**config.mk**
```make
export PLATFORM = sky130hd
export DESIGN_NAME = bclm_ram
export DESIGN_NICKNAME = d
export VERILOG_FILES = /design/src/hdl/bclm_ram.sv
export SDC_FILE = /design/constraint.sdc
export NUM_CORES = 1
export LEC_CHECK = 0
export BUFFER_PORTS_ARGS = -buffer_cell sky130_fd_sc_hd__buf_2
export CORE_ASPECT_RATIO = 1.2
export CORE_MARGIN = 5
export CORE_UTILIZATION = 50
export DETAILED_ROUTE_END_ITERATION = 8
export PLACE_DENSITY = 0.7
export SYNTH_ARGS = -nofsm -noshare
export SYNTH_HDL_FRONTEND = slang
export SYNTH_SLANG_ARGS = --single-unit
export TNS_END_PERCENT = 50
```
**constraint.sdc**
```tcl
create_clock -name clk -period 2.2 [get_ports clk]
set_clock_uncertainty 0.05 [all_clocks]
set_input_delay 0.22 -clock clk [delete_from_list [all_inputs] [get_ports clk]]
set_output_delay 0.22 -clock clk [all_outputs]
set_load 0.005 [all_outputs]
```
**src/hdl/bclm_ram.sv**
```systemverilog
`default_nettype none

module bclm_ram #(
    parameter int WIDTH = 8,
    parameter int DEPTH = 32
) (
    input  wire logic                                   clk,
    input  wire logic                                   wr_en,
    input  wire logic [((DEPTH > 1) ? $clog2(DEPTH) : 1)-1:0] wr_addr,
    input  wire logic [WIDTH-1:0]                       wr_data,
    input  wire logic                                   rd_en,
    input  wire logic [((DEPTH > 1) ? $clog2(DEPTH) : 1)-1:0] rd_addr,
    output logic      [WIDTH-1:0]                       rd_data
);

    logic [WIDTH-1:0] mem_reg [DEPTH];
    logic [WIDTH-1:0] rd_data_reg;

    // One write port and one registered read port.
    always_ff @(posedge clk)
    begin
        if (wr_en)
        begin
            mem_reg[wr_addr] <= wr_data;
        end
        if (rd_en)
        begin
            rd_data_reg <= mem_reg[rd_addr];
        end
    end

    assign rd_data = rd_data_reg;

endmodule

`default_nettype wire
```
# --- Yosys cells after proc, flatten, opt, wreduce, memory -nomap -nowiden ---
# Memories as Yosys holds them, arrays and structs flattened. A register that Yosys moved wholly into a read port is not among the register bits.
# Cells that the tools add are included.
# Widths: inputs -> output; s select.
word_totals:
  reg_bits: 0
  mem_bits_rw: 256
  output_inout_bits: 8
  n_memories: 1
memory_table:
  columns: ["memory", "words", "width", "read_ports", "rd_ports_with_merged_regs", "write_ports", "line_no", "source"]
  rows:
  - ["mem_reg", 32, 8, 1, 1, 1, "16", "logic [WIDTH-1:0] mem_reg [DEPTH];"]
op_classes:
  n_mux: 2
op_table:
  columns: ["cell", "n"]
  rows:
  - ["$mux 1", 2]

# --- Logic depth before layout (Yosys ltp) ---
# Gate-level depths: netlist of run 1.
logic_depth:
  depth_word: 2
  mapped_depth: 5
  ltp_nobuf: 3

# --- Worst setup path before layout of run 1 ---
# Ideal clock, no wire load.
synth_timing:
  kind: "input to register"
  start: "input rd_addr[2] (netlist name)"
  end: "register rd_data_reg[0] (netlist: rd_data[0]) (read register of mem_reg), data pin"
  setup_ps: 260
  required_ps: 1890
  path_slack_ps: -12
  stages: 5
  path_buffers: 2
  arrival_ps: 1902
  path_cell_list: "clkbuf_1 -> clkbuf_1 -> mux4_2 -> mux4_2 -> mux2_2"
synth_rtl:
  columns: ["item", "line_no", "source"]
  rows:
  - ["start: declaration", "12", "input wire logic [((DEPTH > 1) ? $clog2(DEPTH) : 1)-1:0] rd_addr,"]
  - ["end: declaration", "17", "logic [WIDTH-1:0] rd_data_reg;"]

==> results.toml, run 1 <==
[synthesis]
ys_ff_latch = 264
synthMuxAreaShare = 0.187
netlist_top_cells_area = "edfxtp_1 (78%), mux4_2 (18%), nor2_1 (1.2%)"
synth-xor-area-share = 0
syn_nets = 438
synthCells = 417
synth_simple_gate_area_frac = 0.0205
synth_top_area_frac = 0.782
synth_seq_area_share = 0.782
netlist_area_um2 = 10100
synth_top_family_by_area = "multiplexers"
synthAdderAreaFrac = 0
yosysWarnings = 0
yosys.area.top_type = "edfxtp_1"
syn_area_per_cell_um2 = 24.3
synthDistinctLibCells = 14
synth_compound_area_frac = 0

[clock_tree]
cts_buffers = 23
worst_skew_pair.late_latency_ns = 0.50
cts_resized = 0
clockBufferDepth = 3
cts_root_buffer = "clkbuf_16"
cts_hold_buf = 0
cts_setup_buffers = 0
h-tree-depth = 1
cts_tree = "yes"
clkTransAtPathRegs_ns = 0.06
clock_sinks = 264

[grt]
grt_use_total = 0.178
grt_overflow = 0
antenna_found_initial = 0
grt_max_degree = 43
grt_pass1_wl_um = 30800
first_global_vias = 4715

[place]
dp_slack_ns = -0.175
dpl_cell_area_um2 = 10900
gp_congestion = 0.793
dp.final_hpwl_um = 12600
portBuffers = 28

[sta]
setup_tns_ns = 0
rsz0062_at_grt = "no"
finalCritPeriodShare = 0.907
relSlewSlack = 0.573
drv_slew = 0
whs_ns = 0.0313
worst_pin_slew_ns = 0.641
setup_violations = 0
timing.fmax_mhz = 501
timing.final.ws_setup_ns = 0.206
hold_viol = 0
period_minus_slack_ns = 1.99

[floorplanning]
core_area_um2 = 20100
rows = 57
die_y_um = 166
io_pins = 29
die-area_um2 = 23200
initial_core_util = 0.504
die_x_um = 140

[detailed_routing]
first_pass_iters = 5
wirelength_um = 20100
viasPerCell = 5.94
avgRoutedWirePerCell_um = 26.1
ant_nets = 0
vias = 4559
drc = 0
drt_iter0_drc = 597

[finish]
diodes = 0
final_layout_size_suffix_gt1_frac = 0.368
syn2layout_area_growth_pct = 13.6
nets = 511
final_cell_area_um2 = 11500
fillers = 1442
largest_reg_flops = 256

[power_and_ir_drop]
p_leak_nw = 3.64
ir_worst_vdd_mv = 0.476
power_w = 0.00979
pwr_density_cell_nw_per_um2 = 851

[critical_path]
criticalPathCategory = "reg2reg"
setup.worst_path.start_class = "flip-flop"
cp-end-kind = "flip-flop"
path_max_fanout = 1
arrival_ns = 2.19
required_ns = 2.39

[worst_hold_path]
hold_path_class = "in2reg"

[job]
maxCapViolations = 0

[status]
run_status = "finished, final reports clean"
==> cell usage in the layout (no fill, tap or decap) <==
| cell | Yosys | routed |
|---|---|---|
| nand3_1 | 2 | 2 |
| or3_1 | 1 | 1 |
| mux2_2 | 8 | 8 |
| clkinv_2 | 0 | 2 |
| clkbuf_16 | 0 | 23 |
| nor2_1 | 33 | 33 |
| nand3b_1 | 5 | 5 |
| clkbuf_1 | 6 | 8 |
| or3b_2 | 3 | 3 |
| nand2_1 | 1 | 1 |
| clkinv_1 | 0 | 4 |
| mux4_2 | 80 | 80 |
| buf_2 | 1 | 27 |
| edfxtp_1 | 264 | 264 |
| bufinv_16 | 0 | 1 |
| buf_12 | 0 | 4 |
| buf_4 | 6 | 37 |
==> final timing paths <==
path | from | to | slack [ns] | cells past startpoint
worst max-delay path | mem_reg[5][3] | rd_data[3] | 0.21 | 3
worst min-delay path | rd_en | rd_data[7] | 0.03 | 1
worst max register to register | mem_reg[5][3] | rd_data[3] | 0.21 | 3
worst min register to register | mem_reg[0][4] | rd_data[4] | 0.95 | 3
==> area by class of cell <==
class	instances	area, µm²	share of cell area
Sequential cell	264	7930	0.689
Tap cell	265	332	0.0288
Clock inverter	7	55.1	0.00478
Multi-Input combinational cell	133	2100	0.182
Timing Repair Buffer	68	493	0.0428
Clock buffer	31	606	0.0526
==> synthesized netlist by cell type <==
cell type    n
edfxtp_1   264
mux4_2      80
nor2_1      33
mux2_2       8
buf_1        6
buf_4        6
clkbuf_1     6
nand3b_1     5
or3b_2       3
nand3_1      2
buf_2        1
buf_6        1
nand2_1      1
or3_1        1
==> worst max-delay path, stage by stage, from the launching register on <==
cell and delay [ns]:
edfxtp_1 0.37, mux4_2 0.50, mux4_2 0.50, mux2_2 0.30
==> routing by layer <==
layer,up-vias,routed length [µm],global-route usage,part of all wire
met5,-,0,0,0
met4,0,286,0.0417,0.014
met3,22,1290,0.0308,0.064
met2,173,10000,0.278,0.50
met1,2441,8480,0.267,0.42
li1,1923,-,-,-
==> cell families after synthesis <==
family | count (synthesis)
simple gates | 45
mux | 88
flops | 264
buf+inv | 20
==> power by group <==
group          internal [W]  switching [W]
Clock               0.00203        0.00160
Sequential          0.00561      0.0000201
Combinational      0.000239       0.000286
==> metrics by stage <==
stage | std cells | util
after floorplan | 417 | -
after global placement | 730 | 0.540
after detailed placement | 730 | 0.540
after CTS | 768 | 0.572
after global routing | 768 | 0.572
final | 768 | 0.572
No activity file was read; power rests on OpenSTA's default activity.
==> run 2: changes to the inputs <==
- CORE_UTILIZATION: 50 -> 43
- PLACE_DENSITY: 0.7 -> 0.6
- clock period: 2.2 -> 2.3 ns (I/O delays scaled with it)
==> results.toml, run 2 (synthesized netlist as in run 1, its figures left out) <==
[status]
run_status = "finished, final reports clean"

[grt]
first_global_vias = 4792
antenna_found_initial = 0
grt_use_total = 0.161
grt_overflow = 0
grt_pass1_wl_um = 31400
grt_max_degree = 33

[critical_path]
arrival_ns = 2.21
cp-end-kind = "flip-flop"
setup.worst_path.start_class = "flip-flop"
reg2reg_slack_ns = 0.29
path_max_fanout = 1
required_ns = 2.51
criticalPathCategory = "reg2reg"

[finish]
final_common_cell = "edfxtp_1"
nets = 516
diodes = 0
final_layout_size_suffix_gt1_frac = 0.385
final_cell_area_um2 = 11800
fin_cells = 827
largest_reg_flops = 256
layout_common_cells = "edfxtp_1 (264), mux4_2 (80), buf_4 (38), nor2_1 (33), buf_2 (27)"
syn2layout_area_growth_pct = 16.0
multi_input_area_um2 = 2100
seq_area_um2 = 7930
fillers = 1856

[detailed_routing]
first_pass_iters = 5
ant_nets = 0
drc = 0
viasPerCell = 5.44
vias = 4497
avgRoutedWirePerCell_um = 25.0
wirelength_um = 20700
drt_iter0_drc = 412

[job]
maxCapViolations = 0

[sta]
setup_violations = 0
drv_slew = 0
worst_pin_slew_ns = 0.644
whs_ns = 0.0538
timing.final.ws_setup_ns = 0.295
timing.fmax_mhz = 499
hold_viol = 0
period_minus_slack_ns = 2.01
relSlewSlack = 0.571
rsz0062_at_grt = "no"
finalCritPeriodShare = 0.872

[floorplanning]
io_pins = 29
die_y_um = 178
rows = 61
die_x_um = 150
initial_core_util = 0.437
die-area_um2 = 26700
core_area_um2 = 23200

[clock_tree]
clkTransAtPathRegs_ns = 0.07
clockBufferDepth = 3
cts_setup_buffers = 0
cts_hold_buf = 0
cts_root_buffer = "clkbuf_16"
cts_buffers = 25
worst_skew_pair.late_latency_ns = 0.51
cts_tree = "yes"
clock_sinks = 264
cts_resized = 0
h-tree-depth = 1

[power_and_ir_drop]
power_w = 0.00988
p_sw_w = 0.00195
pwr-share-clk = 0.402
p_leak_nw = 3.73
pwr_density_cell_nw_per_um2 = 840
p_int_w = 0.00793
ir_worst_vdd_mv = 0.411
seqPwrFrac = 0.546
pwr-share-comb = 0.052
switching_share = 0.197

[place]
dpl.cell_count = 783
gp_congestion = 0.767
dp.final_hpwl_um = 13400
portBuffers = 28
dp_slack_ns = -0.0866
dpl_cell_area_um2 = 11000

[worst_hold_path]
hold_path_class = "in2reg"
## run 2: changes by cell type in the layout (fill, tap and decap cells not counted), sizes merged
cell,change
buf,+3
clkinv,+5
clkinvlp,+2
clkbuf,-3
bufinv,+2
## run 2: critical path: stages (launching register included)
cell and delay (ns):
edfxtp_1 0.36, mux4_2 0.51, mux4_2 0.54, mux2_2 0.29
## run 2: routing by layer
layer	global-route usage	share of wire	routed length [µm]
met2	0.265	0.50	10300
met5	0	0	0
met3	0.0236	0.049	1020
met1	0.231	0.44	9020
met4	0.0366	0.016	330
## run 2: power groups by stage
stage	sequential [W]	combinational [W]	clock [W]
final	0.00539	0.000517	0.00397
after global routing	0.00539	0.000558	0.00427
after CTS	0.00539	0.000530	0.00406
after detailed placement	0.00549	0.000528	0
after global placement	0.00549	0.000516	0
after floorplan	0.00549	0.000285	0
## run 2: layout make-up
| cell class | count | area share |
|---|---|---|
| clock buffers | 28 | 0.0542 |
| clock inverters | 16 | 0.0133 |
| multi-input cells | 133 | 0.179 |
| flip-flops and latches | 264 | 0.674 |
| well taps | 315 | 0.0335 |
| repair buffers | 71 | 0.0460 |
## run 2: stage by stage
stage | utilization | setup TNS, ns
global placement | 0.472 | -0.359
finish | 0.507 | 0
CTS | 0.507 | 0
detailed placement | 0.472 | -0.351
global route | 0.507 | 0
floorplan | - | 0
## run 2: worst paths after layout
| check | to | start | cells past startpoint |
|---|---|---|---|
| setup / recovery | rd_data[3] | mem_reg[21][3] | 3 |
| hold / removal | rd_data[2] | rd_en | 1 |
| setup reg to reg | rd_data[3] | mem_reg[21][3] | 3 |
| hold reg to reg | rd_data[7] | mem_reg[26][7] | 3 |
==> run 3: changes to the inputs <==
- CORE_MARGIN: 5 -> default
==> results.toml, run 3 (synthesized netlist as in run 1, its figures left out) <==
[clock_tree]
clockBufferDepth = 3
cts_buffers = 25
clock_sinks = 264
cts_resized = 0
cts_root_buffer = "clkbuf_16"
cts_setup_buffers = 0
worst_skew_pair.late_latency_ns = 0.52
cts_tree = "yes"
clkTransAtPathRegs_ns = 0.07
cts_hold_buf = 0
h-tree-depth = 1

[critical_path]
rr_startpoint = "mem_reg[5][4]"
required_ns = 2.52
setup.worst_path.start_class = "flip-flop"
arrival_ns = 2.25
startpoint = "mem_reg[5][4]"
cp-end-kind = "flip-flop"
path_max_fanout = 2
criticalPathCategory = "reg2reg"

[power_and_ir_drop]
ir_worst_vdd_mv = 0.485
p_leak_nw = 3.72
pwr_density_cell_nw_per_um2 = 834

[sta]
finalCritPeriodShare = 0.882
setup_violations = 0
rsz0062_at_grt = "no"
drv_slew = 0
period_minus_slack_ns = 2.03
timing.fmax_mhz = 493
whs_ns = 0.0386
worst_pin_slew_ns = 0.619
hold_viol = 0
relSlewSlack = 0.588

[finish]
final_common_cell = "edfxtp_1"
fillers = 1797
final_cell_area_um2 = 11700
syn2layout_area_growth_pct = 15.8
post-route-util = 0.507
largest_reg_flops = 256
final_layout_size_suffix_gt1_frac = 0.382
nets = 515
layout_common_cells = "edfxtp_1 (264), mux4_2 (80), buf_4 (36), nor2_1 (33), buf_2 (27)"

[floorplanning]
initial_core_util = 0.438
rows = 61
die-area_um2 = 24200
core_area_um2 = 23100
die_x_um = 142
io_pins = 29
die_y_um = 170

[place]
portBuffers = 28
gp_congestion = 0.727
dp.final_hpwl_um = 13200
dpl_cell_area_um2 = 11000

[detailed_routing]
avgRoutedWirePerCell_um = 25.1
viasPerCell = 5.49
ant_nets = 0
drc = 0
drt_iter0_drc = 312
vias = 4543
wirelength_um = 20800
first_pass_iters = 4

[grt]
first_global_vias = 4759
antenna_found_initial = 1
grt_max_degree = 41
grt_use_total = 0.181
grt_pass1_wl_um = 31200
grt_overflow = 0

[status]
run_status = "finished, final reports clean"

[job]
maxCapViolations = 0

[worst_hold_path]
hold_path_startpoint = "rd_en"
hold_path_class = "in2reg"
-- run 3: layer usage --
layer	up-vias	routed length, µm	GRT usage
met5	-	0	0
met3	27	1330	0.0329
met1	2432	8630	0.248
met4	0	433	0.0552
met2	149	10400	0.296
li1	1935	-	-
-- run 3: final cells by class --
| type | instances | area [µm²] | area share |
|---|---|---|---|
| sequential | 264 | 7930 | 0.676 |
| multi-input combinational | 133 | 2100 | 0.179 |
| clock buffer | 30 | 644 | 0.0549 |
| timing repair buffer | 70 | 546 | 0.0465 |
| tap | 315 | 394 | 0.0336 |
| clock inverter | 14 | 121 | 0.0103 |
| antenna | 1 | 2.50 | 0.000213 |
-- run 3: worst paths after layout --
check | to | slack (ns) | cells after the start
worst min register to register | rd_data[3] | 0.92 | 3
worst min-delay path | rd_data[4] | 0.04 | 1
worst max-delay path | rd_data[4] | 0.27 | 3
worst max register to register | rd_data[4] | 0.27 | 3
-- run 3: stage by stage --
step                setup WS (ns)  instances  setup TNS [ns]  power, W
finish                      0.272        827               0   0.00978
global route                0.243        826               0    0.0101
CTS                         0.264        826               0   0.00986
detailed placement         -0.101        782          -0.404   0.00601
global placement          -0.0917        782          -0.264   0.00600
floorplan                  0.0783        417               0   0.00577
-- run 3: power breakdown --
group,internal [W],switching [W]
clock network,0.00222,0.00167
registers,0.00537,0.0000190
logic,0.000237,0.000274
total,0.00782,0.00196
-- run 3: critical path, cell delays in order, from the launching register on --
cell	delay [ns]
edfxtp_1	0.38
mux4_2	0.52
mux4_2	0.54
mux2_2	0.30
